==> config.mk <==
export PLATFORM = sky130hd
export DESIGN_NAME = epoch_seconds_to_calendar
export DESIGN_NICKNAME = d
export VERILOG_FILES = /design/src/rtl/core/epc_pkg.sv /design/src/rtl/core/epc_day_split.sv /design/src/rtl/core/epc_date.sv /design/src/rtl/core/epc_clock.sv /design/src/rtl/core/epoch_seconds_to_calendar.sv
export SDC_FILE = /design/constraint.sdc
export NUM_CORES = 2
export LEC_CHECK = 0
export BUFFER_PORTS_ARGS = -buffer_cell sky130_fd_sc_hd__clkbuf_2
export CAP_MARGIN = 20
export CELL_PAD_IN_SITES_DETAIL_PLACEMENT = 0
export CELL_PAD_IN_SITES_GLOBAL_PLACEMENT = 1
export CORE_ASPECT_RATIO = 2
export CORE_MARGIN = 8
export CORE_UTILIZATION = 29
export CTS_BUF_LIST = sky130_fd_sc_hd__clkbuf_16
export DETAILED_ROUTE_END_ITERATION = 8
export MAX_ROUTING_LAYER = met4
export PLACE_DENSITY_LB_ADDON = 0.1
export SYNTH_ARGS = -nofsm -noshare
export SYNTH_HDL_FRONTEND = slang
export SYNTH_HIERARCHICAL = 1
export SYNTH_SLANG_ARGS = --single-unit
==> constraint.sdc <==
create_clock -name clock -period 7.5 [get_ports clock]
set_input_delay 0.375 -clock clock [delete_from_list [all_inputs] [get_ports clock]]
set_output_delay 0.375 -clock clock [all_outputs]
set_load 0.05 [all_outputs]
==> src/rtl/core/epc_pkg.sv <==
`timescale 1ns / 1ps

package epc_pkg;

   // pipeline depth from an accepted request to its response register
   localparam int unsigned PIPE_DEPTH = 7;

   // seconds to days: (secs >> 7) / 675 by exact reciprocal, 25-bit dividend
   localparam int unsigned DAY_SHIFT = 35;
   localparam logic [25:0] DAY_RECIP = 26'd50903317;
   localparam logic [9:0]  DAY_DIV_HI = 10'd675;

   // days to four-year cycles: days / 1461, 16-bit dividend
   localparam int unsigned CYCLE_SHIFT = 27;
   localparam logic [16:0] CYCLE_RECIP = 17'd91868;
   localparam logic [10:0] CYCLE_DAYS = 11'd1461;

   // day offsets where the second, third and fourth year of a cycle begin
   localparam logic [10:0] YEAR1_START = 11'd365;
   localparam logic [10:0] YEAR2_START = 11'd730;
   localparam logic [10:0] YEAR3_START = 11'd1096;
   localparam logic [11:0] EPOCH_YEAR = 12'd1970;

   // time of day to hours: (tod >> 4) / 225, 13-bit dividend
   localparam int unsigned HOUR_SHIFT = 21;
   localparam logic [13:0] HOUR_RECIP = 14'd9321;
   localparam logic [11:0] SECS_PER_HOUR = 12'd3600;

   // seconds of the hour to minutes: (x >> 2) / 15, 10-bit dividend
   localparam int unsigned MIN_SHIFT = 14;
   localparam logic [10:0] MIN_RECIP = 11'd1093;
   localparam logic [5:0]  SECS_PER_MIN = 6'd60;

   // first day of each month within a common year, january first
   localparam logic [8:0] MONTH_START [12] = '{
      9'd0, 9'd31, 9'd59, 9'd90, 9'd120, 9'd151,
      9'd181, 9'd212, 9'd243, 9'd273, 9'd304, 9'd334
   };

   // first day of month idx (0 is january), one later from march in a leap year
   function automatic logic [8:0] month_first_day(input logic [3:0] idx, input logic leap);
      logic [8:0] base;
      base = MONTH_START[idx];
      if (leap && (idx >= 4'd2)) begin
         base = base + 9'd1;
      end
      return base;
   endfunction

endpackage

==> src/rtl/core/epc_day_split.sv <==
`timescale 1ns / 1ps

module epc_day_split (
   input  logic        clock,
   input  logic        advance,
   input  logic [31:0] secs_in,
   output logic [5:0]  cycle_out,
   output logic [10:0] day_of_cycle_out,
   output logic [16:0] tod_out
);

   logic [31:0] s1_secs_ff, s1_secs_in;
   logic [50:0] s1_prod_ff, s1_prod_in;

   logic [31:0] s2_secs_ff;
   logic [15:0] s2_days_ff, s2_days_in;
   logic [25:0] s2_hi_ff, s2_hi_in;
   logic [32:0] s2_cyc_ff, s2_cyc_in;

   logic [5:0]  s3_cycle_ff, s3_cycle_in;
   logic [10:0] s3_doc_ff, s3_doc_in;
   logic [16:0] s3_tod_ff, s3_tod_in;

   logic [16:0] cyc_days;
   logic [15:0] doc_full;
   logic [24:0] tod_hi;

   // stage 1: reciprocal product for whole days
   always_comb begin
      s1_secs_in = secs_in;
      s1_prod_in = 51'(secs_in[31:7]) * 51'(epc_pkg::DAY_RECIP);
   end

   // stage 2: day count, day back-product and cycle reciprocal product
   always_comb begin
      s2_days_in = s1_prod_ff[50:epc_pkg::DAY_SHIFT];
      s2_hi_in   = 26'(s2_days_in) * 26'(epc_pkg::DAY_DIV_HI);
      s2_cyc_in  = 33'(s2_days_in) * 33'(epc_pkg::CYCLE_RECIP);
   end

   // stage 3: time of day and day offset within the four-year cycle
   always_comb begin
      s3_cycle_in = s2_cyc_ff[32:epc_pkg::CYCLE_SHIFT];
      cyc_days    = 17'(s3_cycle_in) * 17'(epc_pkg::CYCLE_DAYS);
      doc_full    = s2_days_ff - cyc_days[15:0];
      s3_doc_in   = doc_full[10:0];
      tod_hi      = s2_secs_ff[31:7] - s2_hi_ff[24:0];
      s3_tod_in   = {tod_hi[9:0], s2_secs_ff[6:0]};
   end

   always_ff @(posedge clock) begin
      if (advance) begin
         s1_secs_ff  <= s1_secs_in;
         s1_prod_ff  <= s1_prod_in;
         s2_secs_ff  <= s1_secs_ff;
         s2_days_ff  <= s2_days_in;
         s2_hi_ff    <= s2_hi_in;
         s2_cyc_ff   <= s2_cyc_in;
         s3_cycle_ff <= s3_cycle_in;
         s3_doc_ff   <= s3_doc_in;
         s3_tod_ff   <= s3_tod_in;
      end
   end

   assign cycle_out        = s3_cycle_ff;
   assign day_of_cycle_out = s3_doc_ff;
   assign tod_out          = s3_tod_ff;

endmodule

==> src/rtl/core/epc_date.sv <==
`timescale 1ns / 1ps

module epc_date (
   input  logic        clock,
   input  logic        advance,
   input  logic [5:0]  cycle_in,
   input  logic [10:0] day_of_cycle_in,
   output logic [11:0] year_out,
   output logic [3:0]  month_out,
   output logic [4:0]  day_out
);

   logic [11:0] s4_year_ff, s4_year_in;
   logic [8:0]  s4_doy_ff, s4_doy_in;
   logic        s4_leap_ff, s4_leap_in;

   logic [11:0] s5_year_ff;
   logic [3:0]  s5_month_ff, s5_month_in;
   logic [4:0]  s5_day_ff, s5_day_in;

   logic [11:0] s6_year_ff;
   logic [3:0]  s6_month_ff;
   logic [4:0]  s6_day_ff;

   logic [11:0] s7_year_ff;
   logic [3:0]  s7_month_ff;
   logic [4:0]  s7_day_ff;

   logic [1:0]  year_off;
   logic [10:0] year_base;
   logic [10:0] doy_full;
   logic [3:0]  month_idx;
   logic [8:0]  day_full;

   // stage 4: year within the cycle and day of year
   always_comb begin
      if (day_of_cycle_in >= epc_pkg::YEAR3_START) begin
         year_off  = 2'd3;
         year_base = epc_pkg::YEAR3_START;
      end else if (day_of_cycle_in >= epc_pkg::YEAR2_START) begin
         year_off  = 2'd2;
         year_base = epc_pkg::YEAR2_START;
      end else if (day_of_cycle_in >= epc_pkg::YEAR1_START) begin
         year_off  = 2'd1;
         year_base = epc_pkg::YEAR1_START;
      end else begin
         year_off  = 2'd0;
         year_base = 11'd0;
      end
      doy_full   = day_of_cycle_in - year_base;
      s4_doy_in  = doy_full[8:0];
      // third year of each cycle is the one divisible by four
      s4_leap_in = (year_off == 2'd2);
      s4_year_in = epc_pkg::EPOCH_YEAR + {4'd0, cycle_in, 2'b00} + {10'd0, year_off};
   end

   // stage 5: month lookup against the month start table
   always_comb begin
      month_idx = 4'd0;
      for (int i = 1; i < 12; i++) begin
         if (s4_doy_ff >= epc_pkg::month_first_day(4'(i), s4_leap_ff)) begin
            month_idx = 4'(i);
         end
      end
      day_full    = s4_doy_ff - epc_pkg::month_first_day(month_idx, s4_leap_ff) + 9'd1;
      s5_day_in   = day_full[4:0];
      s5_month_in = month_idx + 4'd1;
   end

   always_ff @(posedge clock) begin
      if (advance) begin
         s4_year_ff  <= s4_year_in;
         s4_doy_ff   <= s4_doy_in;
         s4_leap_ff  <= s4_leap_in;
         s5_year_ff  <= s4_year_ff;
         s5_month_ff <= s5_month_in;
         s5_day_ff   <= s5_day_in;
         s6_year_ff  <= s5_year_ff;
         s6_month_ff <= s5_month_ff;
         s6_day_ff   <= s5_day_ff;
         s7_year_ff  <= s6_year_ff;
         s7_month_ff <= s6_month_ff;
         s7_day_ff   <= s6_day_ff;
      end
   end

   assign year_out  = s7_year_ff;
   assign month_out = s7_month_ff;
   assign day_out   = s7_day_ff;

endmodule

==> src/rtl/core/epc_clock.sv <==
`timescale 1ns / 1ps

module epc_clock (
   input  logic        clock,
   input  logic        advance,
   input  logic [16:0] tod_in,
   output logic [4:0]  hour_out,
   output logic [5:0]  minute_out,
   output logic [5:0]  second_out
);

   logic [16:0] s4_tod_ff;
   logic [26:0] s4_prod_ff, s4_prod_in;

   logic [4:0]  s5_hour_ff, s5_hour_in;
   logic [11:0] s5_rem_ff, s5_rem_in;

   logic [4:0]  s6_hour_ff;
   logic [11:0] s6_rem_ff;
   logic [20:0] s6_prod_ff, s6_prod_in;

   logic [4:0]  s7_hour_ff;
   logic [5:0]  s7_min_ff, s7_min_in;
   logic [5:0]  s7_sec_ff, s7_sec_in;

   logic [5:0]  hour_wide;
   logic [16:0] hour_secs;
   logic [16:0] rem_full;
   logic [6:0]  min_wide;
   logic [11:0] min_secs;
   logic [11:0] sec_full;

   // stage 4: reciprocal product for hours
   assign s4_prod_in = 27'(tod_in[16:4]) * 27'(epc_pkg::HOUR_RECIP);

   // stage 5: hour and seconds left within the hour
   always_comb begin
      hour_wide  = s4_prod_ff[26:epc_pkg::HOUR_SHIFT];
      s5_hour_in = hour_wide[4:0];
      hour_secs  = 17'(s5_hour_in) * 17'(epc_pkg::SECS_PER_HOUR);
      rem_full   = s4_tod_ff - hour_secs;
      s5_rem_in  = rem_full[11:0];
   end

   // stage 6: reciprocal product for minutes
   assign s6_prod_in = 21'(s5_rem_ff[11:2]) * 21'(epc_pkg::MIN_RECIP);

   // stage 7: minute and second
   always_comb begin
      min_wide  = s6_prod_ff[20:epc_pkg::MIN_SHIFT];
      s7_min_in = min_wide[5:0];
      min_secs  = 12'(s7_min_in) * 12'(epc_pkg::SECS_PER_MIN);
      sec_full  = s6_rem_ff - min_secs;
      s7_sec_in = sec_full[5:0];
   end

   always_ff @(posedge clock) begin
      if (advance) begin
         s4_tod_ff  <= tod_in;
         s4_prod_ff <= s4_prod_in;
         s5_hour_ff <= s5_hour_in;
         s5_rem_ff  <= s5_rem_in;
         s6_hour_ff <= s5_hour_ff;
         s6_rem_ff  <= s5_rem_ff;
         s6_prod_ff <= s6_prod_in;
         s7_hour_ff <= s6_hour_ff;
         s7_min_ff  <= s7_min_in;
         s7_sec_ff  <= s7_sec_in;
      end
   end

   assign hour_out   = s7_hour_ff;
   assign minute_out = s7_min_ff;
   assign second_out = s7_sec_ff;

endmodule

==> src/rtl/core/epoch_seconds_to_calendar.sv <==
`timescale 1ns / 1ps
// Converts a 32-bit count of seconds since 1970-01-01 00:00:00 into year,
// month, day, hour, minute and second. Every year divisible by four is a
// leap year, so dates are exact through 2099.
// Request channel: req_valid / req_stall with req_epoch_seconds. A beat is
// taken on a rising edge with req_valid high and req_stall low.
// Response channel: rsp_valid / rsp_stall with the six calendar fields.
// The seven register stages are day split by reciprocal multiply, day
// back-product, cycle split, year select and hour multiply, month lookup,
// minute multiply and output. Throughput is one beat per cycle while no
// response is held under rsp_stall.
// A stall that holds a response freezes the whole pipeline; req_stall is
// high exactly while a response is held under rsp_stall, so nothing is lost
// or repeated. Bubbles travel with cleared valid bits.
// Reset (synchronous, active high) clears all valid bits; no beat is in
// flight afterwards and the block takes a request in the next cycle.

module epoch_seconds_to_calendar (
   input  logic        clock,
   input  logic        reset,
   input  logic        req_valid,
   output logic        req_stall,
   input  logic [31:0] req_epoch_seconds,
   output logic        rsp_valid,
   input  logic        rsp_stall,
   output logic [11:0] rsp_cal_year,
   output logic [3:0]  rsp_cal_month,
   output logic [4:0]  rsp_cal_day,
   output logic [4:0]  rsp_hour_of_day,
   output logic [5:0]  rsp_minute_of_hour,
   output logic [5:0]  rsp_second_of_minute
);

   logic [epc_pkg::PIPE_DEPTH-1:0] valid_ff, valid_in;
   logic        advance;
   logic [5:0]  cycle_num;
   logic [10:0] day_of_cycle;
   logic [16:0] tod;

   // whole pipeline moves unless the response register is held
   assign advance   = !(valid_ff[epc_pkg::PIPE_DEPTH-1] && rsp_stall);
   assign req_stall = !advance;
   assign rsp_valid = valid_ff[epc_pkg::PIPE_DEPTH-1];

   // valid bits follow the data stages
   always_comb begin
      valid_in = valid_ff;
      if (advance) begin
         valid_in = {valid_ff[epc_pkg::PIPE_DEPTH-2:0], req_valid};
      end
   end

   always_ff @(posedge clock) begin
      if (reset) begin
         valid_ff <= '0;
      end else begin
         valid_ff <= valid_in;
      end
   end

   epc_day_split u_day_split (
      .clock            (clock),
      .advance          (advance),
      .secs_in          (req_epoch_seconds),
      .cycle_out        (cycle_num),
      .day_of_cycle_out (day_of_cycle),
      .tod_out          (tod)
   );

   epc_date u_date (
      .clock           (clock),
      .advance         (advance),
      .cycle_in        (cycle_num),
      .day_of_cycle_in (day_of_cycle),
      .year_out        (rsp_cal_year),
      .month_out       (rsp_cal_month),
      .day_out         (rsp_cal_day)
   );

   epc_clock u_clock (
      .clock      (clock),
      .advance    (advance),
      .tod_in     (tod),
      .hour_out   (rsp_hour_of_day),
      .minute_out (rsp_minute_of_hour),
      .second_out (rsp_second_of_minute)
   );

   // month and day stay in calendar range on every response beat
   a_date_range: assert property (@(posedge clock) disable iff (reset)
      rsp_valid |-> (rsp_cal_month >= 4'd1) && (rsp_cal_month <= 4'd12) &&
                    (rsp_cal_day >= 5'd1) && (rsp_cal_day <= 5'd31))
      else $error("calendar date out of range");

   // time of day fields stay in range on every response beat
   a_time_range: assert property (@(posedge clock) disable iff (reset)
      rsp_valid |-> (rsp_hour_of_day <= 5'd23) && (rsp_minute_of_hour <= 6'd59) &&
                    (rsp_second_of_minute <= 6'd59))
      else $error("time of day out of range");

   // year stays within the span of a 32-bit second count
   a_year_range: assert property (@(posedge clock) disable iff (reset)
      rsp_valid |-> (rsp_cal_year >= 12'd1970) && (rsp_cal_year <= 12'd2106))
      else $error("year out of range");

   // an accepted request shows up as a response valid bit after the full depth
   a_latency: assert property (@(posedge clock) disable iff (reset)
      (req_valid && !req_stall && !rsp_stall) ##1 !rsp_stall ##1 !rsp_stall ##1
      !rsp_stall ##1 !rsp_stall ##1 !rsp_stall ##1 !rsp_stall |=> rsp_valid)
      else $error("accepted beat lost in pipeline");

endmodule

==> metrics.txt <==
status=completed; clock sink count=270; clk slew on worst S/H paths=60 ps; Synth Area in XOR/XNOR=0.0327; unrepaired setup endpoints after global routing=no; Worst path max stage delay=580 ps; Area Growth Syn to Fin=10.6%; Simple-Gate Fraction of Synth Area=0.0400; CP cell instances=inv_1, fa_1, inv_1, fa_1, fa_1, inv_1, fa_1, inv_1, fa_1, fa_1, ha_1, a21o_1, a21o_1, a21o_1, a21oi_1, o32ai_1, o21ai_1, and3_1, nor3_1, a2111oi_2, xnor2_1; CP Max Fanout=5; ys flop type=edfxtp_1; post-synthesis mux area share=0.00208; FF-to-FF Start=u_day_split/s1_prod_ff[47]; Clock Root Buffer=clkbuf_16; vias in the first global route=20441; post-synthesis sequential area ratio=0.273; DRC=0; fin nets=3660; setup bufs post-CTS=0; Mapped Area=29500 sq um; Max Clock Freq=0.152 GHz; CTS Hold Bufs=9; Critical Path AT=6890 ps; cell area after layout=32600 sq um; final worst-path cycle share=0.875; Antenna Nets Post-Route=0; first-pass GRT wire length=118 mm; initial DRC count=432; placed insts=3954; Synth Register Bits=270; Worst Hold Depth=3; Startpoint Class=register; Die Area=113000 sq um; Max Slew Vio Count=0; # rows=165; Max-cap violations=0; syn nets=3540; Synth warnings=6; global placer's final weighted congestion=0.892; crit end category=register; main combinational cell family by area after synthesis=adder cells; most common cell after layout, fill and taps aside=inv_1; worst reg2reg path depth=21; drt first pass iters=4; Core ar.=101000 sq um; area taken by multi-input logic gates=18800 sq um; Vias/cell=4.40; R2R setup slack=930 ps; Post-DP Area=31600 sq um; Chip Height=467 um; worst path required time=7820 ps; Die W=241 um; Synth Area in Compound Gates=0.0650; initial antenna violation count=0; cell mode on critical path=fa_1; CTS Buffer Depth=3; Buf+Inv Stages, Crit Path=4; DRT Wirelength=77.0 mm; most frequent cells in the layout=691 x inv_1, 623 x ha_1, 343 x fa_1; clock skew=19.8 ps; sequential cell area=8040 sq um; Adder-Cell Fraction of Synth Area=0.498; Worst Hold Class=in2reg; share of flip-flops with an asynchronous set or reset=0; post-detail-place hpwl=67.4 mm; setup_tns=0 ps; Worst-Margin Slew=934 ps; final hold vios=0; Post-Place Setup Slack=580 ps; via count=17683; setup ws final=934 ps; non-filler cells, final=4015; diodes inserted=0; layout cells sized above 1=0.0653; Clock Latency Late Sink=590 ps; DR WL/cell=19.2 um; Final setup viols=0; CTS buffer count=29; Hold Crit Start=rsp_stall; largest net degree at the start of global routing=156; CTS tree=built; terminus of the critical flop-to-flop path=u_day_split/s2_cyc_ff[32]; hold path endpoint=valid_ff[5]; Mapped Cells=2538; Top delay family on crit path=adder cells; H-tree levels=1; Fillers=10296; post-synthesis cell type count=88; Relative slew margins=0.377; PostCTS Resize Cnt=0; Setup Crit Path Kind=reg2reg; gr ovfl total=0; Buffers on Ports=75; number of enable flip-flop cells after synthesis=263; Total GRT Usage=0.144; Period minus WS final=6570 ps; syn_area_per_cell=11.6 sq um; Slowest cell on crit path=fa_1; Starting Density=0.292; io pins=76
[layout make-up]
cell class | instances | area share
Multi-Input combinational cell | 1571 | 0.577
Sequential cell | 270 | 0.247
Inverter | 691 | 0.0797
Tap cell | 1336 | 0.0513
Clock buffer | 29 | 0.0223
Timing Repair Buffer | 95 | 0.0172
Clock inverter | 23 | 0.00634
[flip-flops by register name (all words and copies together) (netlist names), 11 cells and up]
name and cells:
u_day_split/s1_secs_ff 17, u_day_split/s2_secs_ff 17, u_day_split/tod_out 17, u_day_split/s1_prod_ff 16
u_clock/s4_tod_ff 12, u_clock/s5_rem_ff 12, u_date/s4_year_ff 12, u_date/s5_year_ff 12
u_date/s6_year_ff 12, u_date/year_out 12, u_day_split/day_of_cycle_out 11, u_day_split/s2_days_ff 11
[through the flow]
stage | utilization | hold WS, ps
5_1_grt | 0.323 | 108
4_1_cts | 0.323 | 66.9
3_5_place_dp | 0.313 | 405
3_3_place_gp | 0.313 | 401
6_report | 0.323 | 128
2_1_floorplan | - | 400
[synth_stat cells, types with 3 or more instances]
master	number	share of area
nand4_1	14	0.0030
xnor2_1	81	0.024
a21oi_1	79	0.013
a21o_1	48	0.012
edfxtp_1	263	0.27
o21bai_1	10	0.0025
or3_1	4	0.00085
a211oi_1	4	0.0010
inv_1	689	0.088
o21ai_0	38	0.0065
ha_1	623	0.26
and4_1	5	0.0015
a211o_1	4	0.0012
nor2b_1	11	0.0023
o211ai_1	11	0.0028
and3_1	10	0.0021
a21oi_2	5	0.0015
nor2_2	4	0.00085
mux2i_1	5	0.0017
fa_1	343	0.23
a21boi_1	3	0.00076
nand3_1	18	0.0031
xor2_1	29	0.0086
nor3_1	15	0.0025
o31ai_1	4	0.0010
dfxtp_1	7	0.0048
buf_6	3	0.0011
nor2_1	44	0.0056
a31oi_1	9	0.0019
nand2b_1	21	0.0045
o21a_1	9	0.0023
and2_1	7	0.0015
o21ai_1	6	0.0010
nand2_1	38	0.0048
[worst max path at each step]
stage	slack, ps	start	to	cells after the start
after CTS	890	u_day_split/s1_prod_ff[47]	u_day_split/s2_cyc_ff[32]	21
after global placement	640	req_epoch_seconds[17]	u_day_split/s1_prod_ff[45]	23
after floorplan	1430	req_epoch_seconds[26]	u_day_split/s1_prod_ff[45]	21
after global routing	720	u_day_split/s1_prod_ff[47]	u_day_split/s2_cyc_ff[32]	21
final	930	u_day_split/s1_prod_ff[47]	u_day_split/s2_cyc_ff[32]	21
after detailed placement	580	req_epoch_seconds[19]	u_day_split/s1_prod_ff[47]	23
[worst register-to-register path, stage by stage (launching register included)]
cell	delay (ps)
edfxtp_1	520
inv_1	250
fa_1	590
inv_1	50
fa_1	500
fa_1	530
inv_1	50
fa_1	470
inv_1	50
fa_1	510
fa_1	490
ha_1	310
a21o_1	160
a21o_1	170
a21o_1	170
a21oi_1	170
o32ai_1	160
o21ai_1	310
and3_1	270
nor3_1	90
a2111oi_2	370
xnor2_1	120
[logic make-up after synthesis]
logic type,Yosys count
and+or+nand+nor,215
buffers and inverters,697
adders and majority gates,966
muxes,6
xor gates and xnor gates,110
DFF,270
AOI/OAI and AO/OA,274
[metal layers]
layer	vias to the layer above	wire length, um	global-route usage
met5	-	0	-
met2	196	49300	0.317
met4	0	3820	0.0628
met1	8819	22600	0.112
li1	8553	-	-
met3	115	1330	0.00844
Power is left out: the tool's default activity adds up to more than one toggle a clock period on the data nets, which glitch-free logic cannot reach.
